--- config.mk ---
export PLATFORM = sky130hd
export DESIGN_NAME = substring_occurrence_counter_unit
export DESIGN_NICKNAME = d
export VERILOG_FILES = /design/src/soc_pkg.sv /design/src/substring_occurrence_counter_unit.sv /design/src/soc_cell.sv /design/src/soc_skid.sv
export SDC_FILE = /design/constraint.sdc
export NUM_CORES = 1
export LEC_CHECK = 0
export ABC_CLOCK_PERIOD_IN_PS = 16700
export BUFFER_PORTS_ARGS = -buffer_cell sky130_fd_sc_hd__buf_4
export CORE_MARGIN = 3
export CORE_UTILIZATION = 55
export DETAILED_ROUTE_END_ITERATION = 6
export PLACE_DENSITY = 0.75
export SLEW_MARGIN = 10
export SYNTH_ARGS = -nofsm -noshare
export SYNTH_HDL_FRONTEND = slang
export SYNTH_SLANG_ARGS = --single-unit
--- constraint.sdc ---
create_clock -name clk -period 16.7 [get_ports clk]
set_input_delay 2.505 -clock clk [delete_from_list [all_inputs] [get_ports clk]]
set_output_delay 2.505 -clock clk [all_outputs]
set_load 0.02 [all_outputs]
--- src/soc_pkg.sv ---
`timescale 1ns / 1ps
// Shared types, constants and helpers for the substring occurrence counter.
package soc_pkg;

	localparam int PATTERN_MAX_DEF = 16;
	localparam int PATTERN_BYTES   = 16;
	localparam int CFG_IDX_W       = 2;
	localparam int CFG_DATA_W      = 64;
	localparam int LEN_REG_W       = 5;
	localparam int COUNT_W         = 16;

	localparam logic [COUNT_W-1:0] COUNT_MAX = '1;

	// register indexes
	localparam logic [CFG_IDX_W-1:0] REG_PATTERN_LENGTH = 2'd0;
	localparam logic [CFG_IDX_W-1:0] REG_PATTERN_LOW    = 2'd1;
	localparam logic [CFG_IDX_W-1:0] REG_PATTERN_HIGH   = 2'd2;

	typedef logic [PATTERN_BYTES-1:0][7:0] pattern_t;

	typedef struct packed {
		logic               match_ends_here;
		logic [COUNT_W-1:0] occurrences;
		logic               final_result;
	} result_t;

	// pattern byte k, byte 0 first
	function automatic logic [7:0] pattern_at(input pattern_t pat, input logic [3:0] k);
		return pat[k];
	endfunction

endpackage

--- src/substring_occurrence_counter_unit.sv ---
`timescale 1ns / 1ps
// Top level of the overlapping substring occurrence counter.
//
// Usage:
//  - Config channel (cfg_valid/cfg_ready, cfg_index, cfg_data): index 0 sets the
//    pattern length (1..16, larger values act as PATTERN_MAX), 1 pattern bytes
//    0..7, 2 pattern bytes 8..15. cfg_ready is always high; write only while idle.
//  - Input channel (in_valid/in_ready): one text byte per transfer, last_byte
//    marks the end of a text.
//  - Output channel (out_valid/out_ready): exactly one result per input transfer:
//    match flag, saturating running count, and a copy of last_byte.
//  - Throughput: one byte per cycle while in_ready is high. The window is a row of
//    PATTERN_MAX-1 cells that all compare in parallel in the accept cycle.
//  - Results: each is registered in the output register, or in the skid register.
//  - Stall: the output register plus one skid entry absorb one extra transfer;
//    in_ready drops only while the skid entry is occupied.
//  - Reset: pattern length 1, pattern bytes zero, window and count cleared,
//    both result entries empty. A transfer with last_byte set clears the
//    window, byte count and running count after its result is formed.
module substring_occurrence_counter_unit #(
	parameter int PATTERN_MAX = soc_pkg::PATTERN_MAX_DEF
) (
	input  logic                             clk,
	input  logic                             arst_n,
	input  logic                             cfg_valid,
	output logic                             cfg_ready,
	input  logic [soc_pkg::CFG_IDX_W-1:0]    cfg_index,
	input  logic [soc_pkg::CFG_DATA_W-1:0]   cfg_data,
	input  logic                             in_valid,
	output logic                             in_ready,
	input  logic [7:0]                       text_byte,
	input  logic                             last_byte,
	output logic                             out_valid,
	input  logic                             out_ready,
	output logic                             match_ends_here,
	output logic [soc_pkg::COUNT_W-1:0]      occurrences,
	output logic                             final_result
);
	import soc_pkg::*;

	localparam int LEN_W = $clog2(PATTERN_MAX + 1);

	// configuration registers
	logic [LEN_REG_W-1:0] pattern_length_q;
	pattern_t             pattern_q;

	// per-text state
	logic [LEN_W-1:0]   bytes_seen_q;
	logic [COUNT_W-1:0] match_total_q;

	logic               accept;
	logic [LEN_W-1:0]   len;
	logic [LEN_W-1:0]   seen_next;
	logic [4:0]         last_k;
	logic               head_ok;
	logic [PATTERN_MAX-1:0] cell_ok;
	logic               hit;
	logic [COUNT_W-1:0] total_next;
	result_t            res;
	result_t            res_out;

	assign cfg_ready = 1'b1;

	always_ff @(posedge clk or negedge arst_n) begin
		if (!arst_n) begin
			pattern_length_q <= LEN_REG_W'(1);
			pattern_q        <= '0;
		end else if (cfg_valid) begin
			case (cfg_index)
				REG_PATTERN_LENGTH: pattern_length_q <= cfg_data[LEN_REG_W-1:0];
				REG_PATTERN_LOW:    pattern_q[7:0]   <= cfg_data;
				REG_PATTERN_HIGH:   pattern_q[15:8]  <= cfg_data;
				default:            ;
			endcase
		end
	end

	assign accept = in_valid && in_ready;

	// effective length, clamped to the window size
	assign len = (pattern_length_q > LEN_REG_W'(PATTERN_MAX)) ? LEN_W'(PATTERN_MAX)
	           : pattern_length_q[LEN_W-1:0];

	// count of bytes in this text, saturating at PATTERN_MAX
	assign seen_next = (bytes_seen_q == LEN_W'(PATTERN_MAX)) ? bytes_seen_q
	                 : bytes_seen_q + LEN_W'(1);

	// newest byte against the pattern's final byte
	assign last_k  = 5'(len) - 5'd1;
	assign head_ok = text_byte == pattern_at(pattern_q, last_k[3:0]);

	// window: cell 0 holds the byte just before the current one
	generate
		if (PATTERN_MAX > 1) begin : g_win
			logic [7:0] cell_byte [PATTERN_MAX-1];
			for (genvar j = 0; j < PATTERN_MAX - 1; j++) begin : g_cell
				soc_cell #(
					.IDX   (j),
					.LEN_W (LEN_W)
				) u_cell (
					.clk      (clk),
					.arst_n   (arst_n),
					.shift    (accept),
					.clear    (accept && last_byte),
					.byte_in  ((j == 0) ? text_byte : cell_byte[(j == 0) ? 0 : j - 1]),
					.len      (len),
					.pattern  (pattern_q),
					.byte_out (cell_byte[j]),
					.ok       (cell_ok[j])
				);
			end
		end
	endgenerate
	assign cell_ok[PATTERN_MAX-1] = 1'b1;

	assign hit = (len != '0) && (seen_next >= len) && head_ok && (&cell_ok);

	assign total_next = (hit && match_total_q != COUNT_MAX) ? match_total_q + COUNT_W'(1)
	                  : match_total_q;

	always_ff @(posedge clk or negedge arst_n) begin
		if (!arst_n) begin
			bytes_seen_q  <= '0;
			match_total_q <= '0;
		end else if (accept) begin
			if (last_byte) begin
				bytes_seen_q  <= '0;
				match_total_q <= '0;
			end else begin
				bytes_seen_q  <= seen_next;
				match_total_q <= total_next;
			end
		end
	end

	always_comb begin
		res.match_ends_here = hit;
		res.occurrences     = total_next;
		res.final_result    = last_byte;
	end

	soc_skid u_skid (
		.clk       (clk),
		.arst_n    (arst_n),
		.in_valid  (in_valid),
		.in_ready  (in_ready),
		.in_data   (res),
		.out_valid (out_valid),
		.out_ready (out_ready),
		.out_data  (res_out)
	);

	assign match_ends_here = res_out.match_ends_here;
	assign occurrences     = res_out.occurrences;
	assign final_result    = res_out.final_result;

	a_seen_bound: assert property (@(posedge clk) disable iff (!arst_n)
		bytes_seen_q <= LEN_W'(PATTERN_MAX)) else $error("byte count past window size");
	a_text_clear: assert property (@(posedge clk) disable iff (!arst_n)
		accept && last_byte |=> bytes_seen_q == '0 && match_total_q == '0)
		else $error("text state not cleared after final byte");
	a_count_holds: assert property (@(posedge clk) disable iff (!arst_n)
		accept && !last_byte && match_total_q == COUNT_MAX |=> match_total_q == COUNT_MAX)
		else $error("saturated count wrapped");
	a_hit_needs_bytes: assert property (@(posedge clk) disable iff (!arst_n)
		accept && hit |=> bytes_seen_q != '0 || $past(last_byte))
		else $error("match reported with no bytes counted");

endmodule

--- src/soc_cell.sv ---
`timescale 1ns / 1ps
// One window cell: holds one earlier text byte and checks it against its pattern byte.
module soc_cell #(
	parameter int IDX   = 0,
	parameter int LEN_W = 5
) (
	input  logic             clk,
	input  logic             arst_n,
	input  logic             shift,
	input  logic             clear,
	input  logic [7:0]       byte_in,
	input  logic [LEN_W-1:0] len,
	input  soc_pkg::pattern_t pattern,
	output logic [7:0]       byte_out,
	output logic             ok
);
	import soc_pkg::*;

	logic [7:0] byte_q;
	logic [5:0] len_x;
	logic [5:0] k_x;
	logic       used;

	always_ff @(posedge clk or negedge arst_n) begin
		if (!arst_n) begin
			byte_q <= '0;
		end else if (clear) begin
			byte_q <= '0;
		end else if (shift) begin
			byte_q <= byte_in;
		end
	end

	// cell IDX lines up with pattern byte len-2-IDX when it is in use
	always_comb begin
		len_x = 6'(len);
		used  = len_x >= 6'(IDX + 2);
		k_x   = len_x - 6'(IDX + 2);
		ok    = !used || (byte_q == pattern_at(pattern, k_x[3:0]));
	end

	assign byte_out = byte_q;

endmodule

--- src/soc_skid.sv ---
`timescale 1ns / 1ps
// Two-entry result buffer: output register plus skid register.
module soc_skid (
	input  logic             clk,
	input  logic             arst_n,
	input  logic             in_valid,
	output logic             in_ready,
	input  soc_pkg::result_t in_data,
	output logic             out_valid,
	input  logic             out_ready,
	output soc_pkg::result_t out_data
);
	import soc_pkg::*;

	logic    out_valid_q;
	logic    skid_valid_q;
	result_t out_q;
	result_t skid_q;
	logic    take;
	logic    drain;

	assign in_ready = !skid_valid_q;
	assign take     = in_valid && in_ready;
	assign drain    = !out_valid_q || out_ready;

	always_ff @(posedge clk or negedge arst_n) begin
		if (!arst_n) begin
			out_valid_q  <= 1'b0;
			skid_valid_q <= 1'b0;
		end else if (drain) begin
			if (skid_valid_q) begin
				out_valid_q  <= 1'b1;
				skid_valid_q <= 1'b0;
			end else begin
				out_valid_q <= take;
			end
		end else if (take) begin
			skid_valid_q <= 1'b1;
		end
	end

	always_ff @(posedge clk) begin
		if (drain) begin
			if (skid_valid_q) begin
				out_q <= skid_q;
			end else if (take) begin
				out_q <= in_data;
			end
		end else if (take) begin
			skid_q <= in_data;
		end
	end

	assign out_valid = out_valid_q;
	assign out_data  = out_q;

	a_skid_needs_out: assert property (@(posedge clk) disable iff (!arst_n)
		skid_valid_q |-> out_valid_q) else $error("skid entry without output entry");
	a_full_stalls: assert property (@(posedge clk) disable iff (!arst_n)
		out_valid_q && !out_ready && take |=> skid_valid_q && !in_ready)
		else $error("transfer into full output not held in skid");

endmodule

=== Word-level counts from Yosys, hierarchy flattened ===
Index checks and enable logic that the tools add are counted.
Widths: inputs -> output; s select.

* Bits in registers: 312
* Input port bits: 80

* Add/subtract/negate cells: 18
* Magnitude comparators: 33
* Eq/ne operators: 20
* Muxes and demuxes: 72
* Bitwise operators: 1
* Reductions and logical operators: 50

{| class="wikitable"
|+ Operator list
! kind !! count
|-
| $bmux 8 s4 || 16
|-
| $mux 8 || 46
|-
| $eq 8x8->1 || 16
|-
| $lt 4x5->1 const B || 16
|-
| $ge 5x4->1 const B || 8
|-
| $mux 18 || 2
|-
| $mux 16 || 2
|-
| $sub 4x4->4 const B || 8
|-
| $ge 5x3->1 const B || 4
|-
| $logic_not 1->1 || 17
|-
| $add 16x1->16 const B || 1
|-
| $logic_or 1x1->1 || 16
|-
| $ne 16x16->1 const B || 1
|-
| $sub 4x3->4 const B || 4
|-
| $mux 5 || 3
|-
| $reduce_and 15->1 || 1
|-
| $ge 5x2->1 const B || 2
|-
| $reduce_and 2->1 || 5
|-
| $sub 4x1->4 const B || 2
|-
| $sub 4x2->4 const B || 2
|-
| $logic_and 1x1->1 || 6
|-
| $reduce_bool 2->1 || 3
|-
| $add 5x1->5 const B || 1
|-
| $eq 5x5->1 const B || 1
|-
| 9 further kinds || 11
|}

=== Logic depth before layout (Yosys ltp) ===
Gate-level depths: netlist of the first run.

* Depth in word-level cells: 13
* Mapped depth: 25

=== Cells and area by module ===
Synthesis of the first run repeated with hierarchy kept, for this count alone.

* Cells, all modules: 2608
* Area, all modules: 33068.0 um^2

{| class="wikitable"
|+ Modules (own cells, without submodules)
! module !! instances !! cells an instance !! area an instance (um^2)
|-
| substring_occurrence_counter_unit || 1 || 702 || 8426.8
|-
| soc_cell (g_win.g_cell[2].u_cell) || 1 || 163 || 1699.1
|-
| soc_cell (g_win.g_cell[10].u_cell) || 1 || 151 || 1636.6
|-
| soc_cell (g_win.g_cell[6].u_cell) || 1 || 151 || 1627.8
|-
| soc_cell (g_win.g_cell[14].u_cell) || 1 || 134 || 1601.5
|-
| soc_cell (g_win.g_cell[0].u_cell) || 1 || 109 || 1586.5
|-
| soc_cell (g_win.g_cell[4].u_cell) || 1 || 108 || 1577.8
|-
| soc_cell (g_win.g_cell[12].u_cell) || 1 || 108 || 1570.3
|-
| soc_cell (g_win.g_cell[8].u_cell) || 1 || 111 || 1529.0
|-
| soc_cell (g_win.g_cell[3].u_cell) || 1 || 119 || 1506.4
|-
| soc_cell (g_win.g_cell[13].u_cell) || 1 || 111 || 1493.9
|-
| soc_cell (g_win.g_cell[5].u_cell) || 1 || 109 || 1491.4
|-
| soc_cell (g_win.g_cell[11].u_cell) || 1 || 117 || 1486.4
|-
| soc_cell (g_win.g_cell[1].u_cell) || 1 || 120 || 1472.7
|-
| 3 more rows || n/a || n/a || n/a
|}

=== Worst setup path before layout of the first run ===
Ideal clock, no wire load.

* Kind: reg-to-reg
* Start: reg pattern_length_q[0]
* End: reg u_skid.out_q, in the netlist u_skid.out_data[9], data pin
* Library setup time: 284 ps
* Arrival: 5010 ps
* Required time: 16416 ps
* Path slack: 11406 ps
* Cell stages (with the launch flop): 24
* Buffers on the path: 10
* Clock period less this slack: 5294 ps
* Path through: dfstp_2 -> nor2b_4 -> buf_6 -> buf_8 -> buf_8 -> buf_6 -> buf_6 -> buf_2 -> ha_1 -> clkbuf_1 -> buf_2 -> buf_1 -> mux2i_1 -> mux4_2 -> mux2i_1 -> xnor2_1 -> nand4_1 -> o21ai_0 -> o2111ai_2 -> nor4_4 -> nand4_4 -> buf_2 -> o31ai_1 -> a31oi_1

* Word-level cells in the longest chain between the ends: 13
* Elaborated cells on any way between the ends: 121

{| class="wikitable"
|+ RTL lines
! element !! RTL line !! source
|-
| from (decl) || substring_occurrence_counter_unit.sv:44 || <nowiki>logic [LEN_REG_W-1:0] pattern_length_q;</nowiki>
|-
| from (signal assigned) || substring_occurrence_counter_unit.sv:70 || <nowiki>REG_PATTERN_LENGTH: pattern_length_q <= cfg_data[LEN_REG_W-1:0];</nowiki>
|-
| $gt 5x5->1 || substring_occurrence_counter_unit.sv:81 || <nowiki>assign len = (pattern_length_q > LEN_REG_W'(PATTERN_MAX)) ? LEN_W'(PATTERN_MAX)</nowiki>
|-
| $mux 5 (*) || substring_occurrence_counter_unit.sv:81 ||
|-
| $sub 4x2->4 (tied with other cells) || soc_cell.sv:38 || <nowiki>k_x = len_x - 6'(IDX + 2);</nowiki>
|-
| $bmux 8 s4 || soc_pkg.sv:29 || <nowiki>return pat[k];</nowiki>
|-
| $mux 8 (not written as such) || soc_pkg.sv:29 ||
|-
| $eq 8x8->1 || soc_cell.sv:39 || <nowiki>ok = !used || (byte_q == pattern_at(pattern, k_x[3:0]));</nowiki>
|-
| $logic_or 1x1->1 || soc_cell.sv:39 ||
|-
| $reduce_and 15->1 || substring_occurrence_counter_unit.sv:116 || <nowiki>assign hit = (len != '0) && (seen_next >= len) && head_ok && (&cell_ok);</nowiki>
|-
| $logic_and 1x1->1 (*) || substring_occurrence_counter_unit.sv:116 ||
|-
| $logic_and 1x1->1 (*) || substring_occurrence_counter_unit.sv:118 || <nowiki>assign total_next = (hit && match_total_q != COUNT_MAX) ? match_total_q + COUNT_W'(1)</nowiki>
|-
| $mux 16 (*) || substring_occurrence_counter_unit.sv:118 ||
|-
| $mux 18 (*) || soc_skid.sv:46 || <nowiki>end else if (take) begin</nowiki>
|-
| $mux 18 (*) || soc_skid.sv:44 || <nowiki>if (skid_valid_q) begin</nowiki>
|-
| to (signal assigned) || soc_skid.sv:45 || <nowiki>out_q <= skid_q;</nowiki>
|-
| to (signal assigned) || soc_skid.sv:47 || <nowiki>out_q <= in_data;</nowiki>
|-
| to (decl) || soc_skid.sv:17 || <nowiki>result_t out_q;</nowiki>
|}

Every way passes the cells marked *; elsewhere a longest branch is shown, timed or not. The select of a mux whose other input is x is not followed.
A chain may end at the register's enable or synchronous reset.

=== Worst setup path in the final report of the first run ===
* Start: reg pattern_length_q[4]
* End: reg u_skid.skid_q[15] (netlist bit), data pin

* Word-level cells in the longest chain between the ends: 11
* Elaborated cells on any way between the ends: 119

{| class="wikitable"
|+ RTL lines
! element !! RTL line !! source
|-
| $gt 5x5->1 || substring_occurrence_counter_unit.sv:81 ||
|-
| $mux 5 (*) || substring_occurrence_counter_unit.sv:81 ||
|-
| $sub 4x2->4 (tied with other cells) || soc_cell.sv:38 ||
|-
| $bmux 8 s4 || soc_pkg.sv:29 ||
|-
| $mux 8 (not written as such) || soc_pkg.sv:29 ||
|-
| $eq 8x8->1 || soc_cell.sv:39 ||
|-
| $logic_or 1x1->1 || soc_cell.sv:39 ||
|-
| $reduce_and 15->1 || substring_occurrence_counter_unit.sv:116 ||
|-
| $logic_and 1x1->1 (*) || substring_occurrence_counter_unit.sv:116 ||
|-
| $logic_and 1x1->1 (*) || substring_occurrence_counter_unit.sv:118 ||
|-
| $mux 16 (*) || substring_occurrence_counter_unit.sv:118 ||
|-
| named net total_next[14] || substring_occurrence_counter_unit.sv:58 || <nowiki>logic [COUNT_W-1:0] total_next;</nowiki>
|-
| to (signal assigned) || soc_skid.sv:50 || <nowiki>skid_q <= in_data;</nowiki>
|-
| to (decl) || soc_skid.sv:18 || <nowiki>result_t skid_q;</nowiki>
|}

The timed path passes the listed nets; every way through them passes the cells marked *. The select of a mux whose other input is x is not followed.

==> results of run 1 <==
==> kinds of logic (layout without fill, tap and decap cells) <==
family / count (synthesis) / count (layout) / share of synthesized area
AOI/OAI and AO/OA: 614 / 614 / 0.1639
buffers and inverters: 272 / 240 / 0.05363
xor gates and xnor gates: 164 / 164 / 0.05765
and+or+nand+nor: 804 / 804 / 0.1515
other: 1 / 1 / 0.0001490
adders and majority gates: 18 / 18 / 0.008946
muxes: 520 / 520 / 0.2469
DFF: 312 / 312 / 0.3173
==> how the worst max path moves through the flow <==
stage | startpoint | to
floorplan | pattern_length_q[0] | u_skid.out_data[9]
finish | pattern_length_q[4] | u_skid.skid_q[15]
global placement | pattern_length_q[4] | u_skid.skid_q[15]
detailed placement | pattern_length_q[4] | u_skid.skid_q[15]
global route | pattern_length_q[4] | u_skid.out_data[9]
CTS | pattern_length_q[4] | u_skid.skid_q[15]
==> area by class of cell <==
type / count / area [µm²] / area share
tap: 592 / 740.7 / 0.02745
sequential: 312 / 7994 / 0.2963
multi-input combinational: 2121 / 15910 / 0.5899
timing repair buffer: 141 / 1066 / 0.03951
clock inverter: 14 / 111.4 / 0.004127
inverter: 33 / 132.6 / 0.004916
clock buffer: 52 / 1021 / 0.03784
==> critical path, cell delays in order, from the launching register on <==
cell     delay [ps]
dfrtp_2         550
buf_4           370
nor2b_4         200
buf_4           650
ha_2            760
buf_4           460
mux4_2          410
mux2i_1         610
mux2i_1         210
xnor2_1         280
nand4_1         230
o21ai_0         410
nand2_1         180
nor4_4          570
nand4_4         480
o21a_1          340
or2_2           290
==> cell usage after synthesis (36+ instances only) <==
master    number  area [µm²]
a21oi_1      102       510.5
buf_2         55       275.3
clkbuf_1     125       469.2
dfrtp_1      275        6882
edfxtp_1      36        1081
mux2_2       173        1948
mux2i_1      282        2823
mux4_2        62        1396
nand2_1      444        1667
nand3_1       49       245.2
nor2_1        90       337.8
o21ai_0      171       855.8
xnor2_1       84       735.7
xor2_1        78       683.2
==> report_power, final <==
part | switching, mW | leakage [nW] | internal [mW] | total (mW)
registers | 0.180 | 3.88 | 0.848 | 1.03
clock network | 0.339 | 0.547 | 0.431 | 0.770
logic | 1.21 | 6.93 | 0.752 | 1.96
total | 1.73 | 11.4 | 2.03 | 3.76
==> metal layers <==
| metal | share of wire | vias to the layer above | GRT usage |
|---|---|---|---|
| li1 | - | 9842 | - |
| met1 | 0.40 | 11190 | 0.5311 |
| met2 | 0.41 | 1543 | 0.5534 |
| met3 | 0.13 | 298 | 0.1302 |
| met4 | 0.054 | 6 | 0.1663 |
| met5 | 0.00037 | - | 0 |
==> state kept, by name, indices dropped and copies added (netlist names) <==
signal                        cells
g_win.g_cell.u_cell.byte_out    120
pattern_q                       128
u_skid.out_valid                  1
u_skid.skid_valid_q               1
match_total_q                    16
u_skid.out_data                  18
pattern_length_q                  5
bytes_seen_q                      5
u_skid.skid_q                    18
==> summary.md, run 1 <==
| Metric | Value |
|---|---|
| Synthesized Nets | between 2000 and 3000 |
| Post-route ant nets | 0 |
| Critical R2R Launch | pattern_length_q[4] |
| Async SR Flop Fraction | 0.8846 |
| IO Count | just over 100 |
| Sequential area share after synthesis | 0.3173 |
| FF-to-FF path depth | 16 |
| Overflow left after global routing | 0 |
| Hold Path Class | flip-flop to flip-flop |
| # rows | 77 |
| Pre-CTS setup slack | 9439 ps |
| Yosys warning count | 0 |
| Root buffer cell | clkbuf_16 |
| Share of layout cells above drive strength 1 | 0.1856 |
| Leakage power | between 10 and 15 nW |
| Max clock buf depth | 3 |
| Placed insts | roughly 3200 |
| Worst slew pin tran | around 1100 ps |
| Slew Viols, Final | 0 |
| Max H-tree Level | 2 |
| Detail Placement HPWL | between 60000 and 70000 µm |
| Area of the core | 0.04470 mm² |
| Hold_sp | g_win.g_cell[14].u_cell.byte_out[3] |
| Fin nets | 2743 |
| Routability cong. | approximately 1.1 |
| PwrDens | roughly 140 mW/mm² |
| CP required | between 15000 and 20000 ps |
| Worst-path fanout max | 56 |
| Final instance area | 0.02698 mm² |
| Final WL | around 94000 µm |
| Cells after Synth | ~2700 |
| Setup Buffers After CTS | 0 |
| Number of detailed-route iterations in the first pass | 7 |
| Post-route insts no fill | between 3000 and 4000 |
| Cell Area, Placed | about 0.026 mm² |
| PostCTS Resize Cnt | 0 |
| Most common cell after layout, fill and taps aside | nand2_1 |
| DRC Markers | 3 |
| Reg2reg end | u_skid.skid_q[15] |
| Via/cell ratio | around 7 |
| Synthesis-stage register bit count | roughly 310 |
| Synth cell types | ~110 |
| Max_cap viols | 0 |
| Setup TNS | 0 ps |
| Hold Crit Endpoint | g_win.g_cell[14].u_cell.byte_out[3] |
| Peak Freq | 136.6 MHz |
| Cts bufs inserted | 36 |
| Final Hold Viols | 0 |
| Startpoint types | flip-flop |
| CTS tree | yes |
| Reg2Reg Setup Slack | between 9000 and 10000 ps |
| Die height | approximately 220 µm |
| Setup Skew | between 20 and 30 ps |
| # hold bufs at CTS | 0 |
| Mean Syn Cell Area | 9.307 µm² |
| Most frequent cells in the layout | nand2_1, mux2i_1, dfrtp_1 |
| Final setup vio count | 0 |
| Post-synth EDFFs | 36 |
| CTS clk-pin slew, worst paths | approximately 60 ps |
| Filler cell count | around 3800 |
| RSZ-0062 raised after global routing | no |
| Vias in the first global route | about 21000 |
| Worst Setup End Kind | flip-flop |
| Mapped cell area | about 0.025 mm² |
| Initial Utilization | 0.5631 |
| Avg WL per Cell | roughly 29 µm |
| Rel. slew slack | 0.2438 |
| Worst setup margin | roughly 9400 ps |
| VDD IR max | 0.1275 mV |
| Area Growth Syn to Fin | 7.172% |
| Routed via count | between 20000 and 25000 |
| Clock Latency Late Sink | just under 600 ps |
| Critical path type | flip-flop to flip-flop |
| Initial antenna violation count | 2 |
| Die Area | around 0.048 mm² |
| Violated checks | design-rule violations |
| First-pass GRT wire length | around 140000 µm |
| DIE WIDTH | ~220 µm |
| All-Layer GR Usage | 0.3857 |
| Starting DRC count in detailed routing | between 3000 and 4000 |
| Overall Power | 3.757 mW |
| Status | finished, violations left |
| Core Util, Final | 0.6035 |
| Top FF cell, synth | dfrtp_1 |
| Clock period minus worst slack | 7323 ps |
| Fin crit share | 0.4385 |
| N_diodes | 0 |
| Worst path arrival time | 7640 ps |
| CTS Sinks | ~310 |
| Hold depth | 2 |
| Port buffer count | 99 |
| Hold slack | 524.6 ps |
| Largest net degree at the start of global routing | 126 |
Power figures use the tool's default switching activity.
==> run 2, diff against run 1 <==
--- a/config.mk
+++ b/config.mk
@@ -5,7 +5,7 @@
 export SDC_FILE = /design/constraint.sdc
 export NUM_CORES = 1
 export LEC_CHECK = 0
-export ABC_CLOCK_PERIOD_IN_PS = 16700
+export ABC_CLOCK_PERIOD_IN_PS = 7370
 export BUFFER_PORTS_ARGS = -buffer_cell sky130_fd_sc_hd__buf_4
 export CORE_MARGIN = 3
 export CORE_UTILIZATION = 55
==> constraint.sdc (replaced) <==
create_clock -name clk -period 7.37 [get_ports clk]
set_input_delay 1.1055 -clock clk [delete_from_list [all_inputs] [get_ports clk]]
set_output_delay 1.1055 -clock clk [all_outputs]
set_load 0.02 [all_outputs]
==> run 2 against run 1 <==
The flow now finishes without violations. Clock skew grew 7.9 ps. Critical path type unchanged. Highest routed layer is now met4. Critical path depth is the same. Combinational power grew 120%. Largest power group unchanged. Global-route usage grew 0.37 points. Hold slack lost 18 ps. Sequential share of layout area shrank 0.073 points. Die area is the same.
==> summary.md, run 2 (synthesis results as in run 1) <==
| Metric | Value |
|---|---|
| Hold Path Class | flip-flop to flip-flop (unchanged) |
| Port buffer count | 99 (unchanged) |
| PostCTS Resize Cnt | 0 (unchanged) |
| Net Sw Frac | 0.4524 (was 0.4596) |
| FF-to-FF path depth | 16 (unchanged) |
| Clk pwr share | 0.212 (was 0.205) |
| RSZ-0062 raised after global routing | no (unchanged) |
| Pre-CTS setup slack | 1296 ps (was 9439 ps) |
| Overflow left after global routing | 0 (unchanged) |
| Peak Freq | 158.8 MHz (was 136.6 MHz) |
| Starting DRC count in detailed routing | 3808 (was 3801) |
| Number of detailed-route iterations in the first pass | 7 (unchanged) |
| Initial Utilization | 0.5631 (unchanged) |
| Routed via count | 22960 (was 22880) |
| DIE WIDTH | 219.9 µm (unchanged) |
| Most frequent cells in the layout | nand2_1, mux2i_1, dfrtp_1 (unchanged) |
| Switch Pwr | 3.862 mW (was 1.726 mW) |
| Via/cell ratio | 7.034 (was 7.008) |
| CTS clk-pin slew, worst paths | 60 ps (about the same) |
| Area Growth Syn to Fin | 7.435% (was 7.172%) |
| Cts bufs inserted | 35 (was 36) |
| # hold bufs at CTS | 0 (unchanged) |
| Worst Setup End Kind | flip-flop (unchanged) |
| Reg with most FFs | pattern_q (unchanged) |
| Vias in the first global route | 21410 (was 21310) |
| Setup Skew | 37.84 ps (was 29.89 ps) |
| Detail Placement HPWL | 70110 µm (was 69300 µm) |
| Hold_sp | g_win.g_cell[14].u_cell.byte_out[3] (unchanged) |
| Post-route ant nets | 0 (unchanged) |
| Root buffer cell | clkbuf_16 (unchanged) |
| PwrDens | 315.6 mW/mm² (was 139.2 mW/mm²) |
| Fin nets | 2744 (was 2743) |
| Worst setup margin | 1074 ps (was 9377 ps) |
| Startpoint types | flip-flop (unchanged) |
| CP required | 7690 ps (was 17020 ps) |
| All-Layer GR Usage | 0.3893 (was 0.3857) |
| Setup TNS | 0 ps (unchanged) |
| Final setup vio count | 0 (unchanged) |
| Most common cell after layout, fill and taps aside | nand2_1 (unchanged) |
| Flop pwr share | 0.273 (about the same) |
| Multi-input logic area | 0.01590 mm² (was 0.01591 mm²) |
| # rows | 77 (unchanged) |
| Share of layout cells above drive strength 1 | 0.1883 (was 0.1856) |
| Combinational power share | 0.515 (was 0.522) |
| Worst slew pin tran | 1190 ps (was 1129 ps) |
| Status | complete, no violations (was finished, violations left) |
| Fin crit share | 0.8542 (was 0.4385) |
| IO Count | 101 (unchanged) |
| Largest net degree at the start of global routing | 171 (was 126) |
| DRC Markers | 0 (was 3) |
| Clock Latency Late Sink | 600 ps (was 590 ps) |
| Hold Crit Endpoint | g_win.g_cell[14].u_cell.byte_out[3] (unchanged) |
| Max clock buf depth | 3 (unchanged) |
| CTS Sinks | 312 (unchanged) |
| VDD IR max | 0.2503 mV (was 0.1275 mV) |
| Area occupied by registers | 0.007994 mm² (unchanged) |
| Area of the core | 0.04470 mm² (unchanged) |
| Max H-tree Level | 2 (unchanged) |
| Slew Viols, Final | 0 (unchanged) |
| Critical path origin | pattern_length_q[4] (unchanged) |
| Final Hold Viols | 0 (unchanged) |
| Critical path type | flip-flop to flip-flop (unchanged) |
| Reg2Reg Setup Slack | 1070 ps (was 9380 ps) |
| Routability cong. | 1.108 (was 1.095) |
| First-pass GRT wire length | 140900 µm (was 139100 µm) |
| Die Area | 0.04837 mm² (unchanged) |
| Clock period minus worst slack | 6296 ps (was 7323 ps) |
| Leakage power | 11.41 nW (was 11.36 nW) |
| Filler cell count | 3918 (was 3816) |
| Die height | 219.9 µm (unchanged) |
| Max FFs per register | 128 (unchanged) |
| Internal power | 4.674 mW (was 2.030 mW) |
| Setup Buffers After CTS | 0 (unchanged) |
| CTS tree | yes (unchanged) |
| Rel. slew slack | 0.2034 (was 0.2438) |
| Hold depth | 2 (unchanged) |
| Avg WL per Cell | 29.13 µm (was 28.88 µm) |
| Max_cap viols | 0 (unchanged) |
| Critical R2R Launch | pattern_length_q[4] (unchanged) |
| Initial antenna violation count | 0 (was 2) |
| Worst-path fanout max | 32 (was 56) |
| Worst path arrival time | 6610 ps (was 7640 ps) |
| Final WL | 95100 µm (was 94310 µm) |
| Reg2reg end | u_skid.skid_q[15] (unchanged) |
run 2: changes by cell type in the layout (fill, tap and decap cells not counted), moves of 2 or more:
cell and delta:
buf_12 +2, bufinv_16 +2, clkbuf_1 -6, clkbuf_8 +3
clkinv_1 -4, clkinv_2 +5, inv_6 -2
run 2: through the flow:
stage               cell area, µm²  total power, mW  utilization  std cells  hold WS, ps
floorplan                    25170            5.204            -       2705        469.2
global placement             25870            6.473       0.5787       3201        483.2
detailed placement           25870            6.535       0.5787       3201        496.6
CTS                          27040            8.359       0.6050       3263        510.8
global route                 27040            8.812       0.6050       3263        531.3
finish                       27050            8.536       0.6050       3264        506.7
run 2: worst max-delay path by stage:
stage | to | slack [ps] | depth (start not counted)
4_1_cts | u_skid.skid_q[15] | 1260 | 16
6_report | u_skid.skid_q[15] | 1070 | 16
3_3_place_gp | u_skid.skid_q[15] | 1430 | 15
2_1_floorplan | u_skid.out_data[9] | 2080 | 23
5_1_grt | u_skid.skid_q[15] | 770 | 16
3_5_place_dp | u_skid.skid_q[15] | 1300 | 16
run 2: critical path, stage by stage, from the launching register on:
cell,delay (ps)
dfrtp_2,360
buf_4,360
nand2b_1,210
buf_4,460
ha_1,510
inv_1,250
o21ai_1,410
nand2_2,410
mux4_2,570
mux2i_1,230
xor2_1,130
nor3_1,390
o2111ai_2,220
nor4_4,400
nand4_4,440
o21a_1,330
or2_2,300
run 2: cell type report:
cell class / count / share of cell area
flip-flops and latches: 312 / 0.2956
inverters: 33 / 0.004904
clock buffers: 48 / 0.03752
diodes: 1 / 0.00009252
clock inverters: 14 / 0.005922
well taps: 592 / 0.02739
repair buffers: 143 / 0.04090
multi-input cells: 2121 / 0.5877
run 2: power by group through the flow:
stage	Sequential (mW)	Combinational, mW	Clock, mW
after detailed placement	2.33	4.21	0
after global placement	2.32	4.15	0
after CTS	2.30	4.22	1.84
final	2.33	4.39	1.81
after global routing	2.34	4.58	1.90
after floorplan	2.12	3.09	0
run 2: metal layers:
metal / share of wire / GRT usage / routed length [µm] / up-vias
met2: 0.43 / 0.5736 / 40630 / 1608
met5: 0 / 0 / 0 / -
met3: 0.12 / 0.1042 / 11830 / 258
li1: - / - / - / 9860
met4: 0.044 / 0.1490 / 4231 / 0
met1: 0.40 / 0.5486 / 38400 / 11230
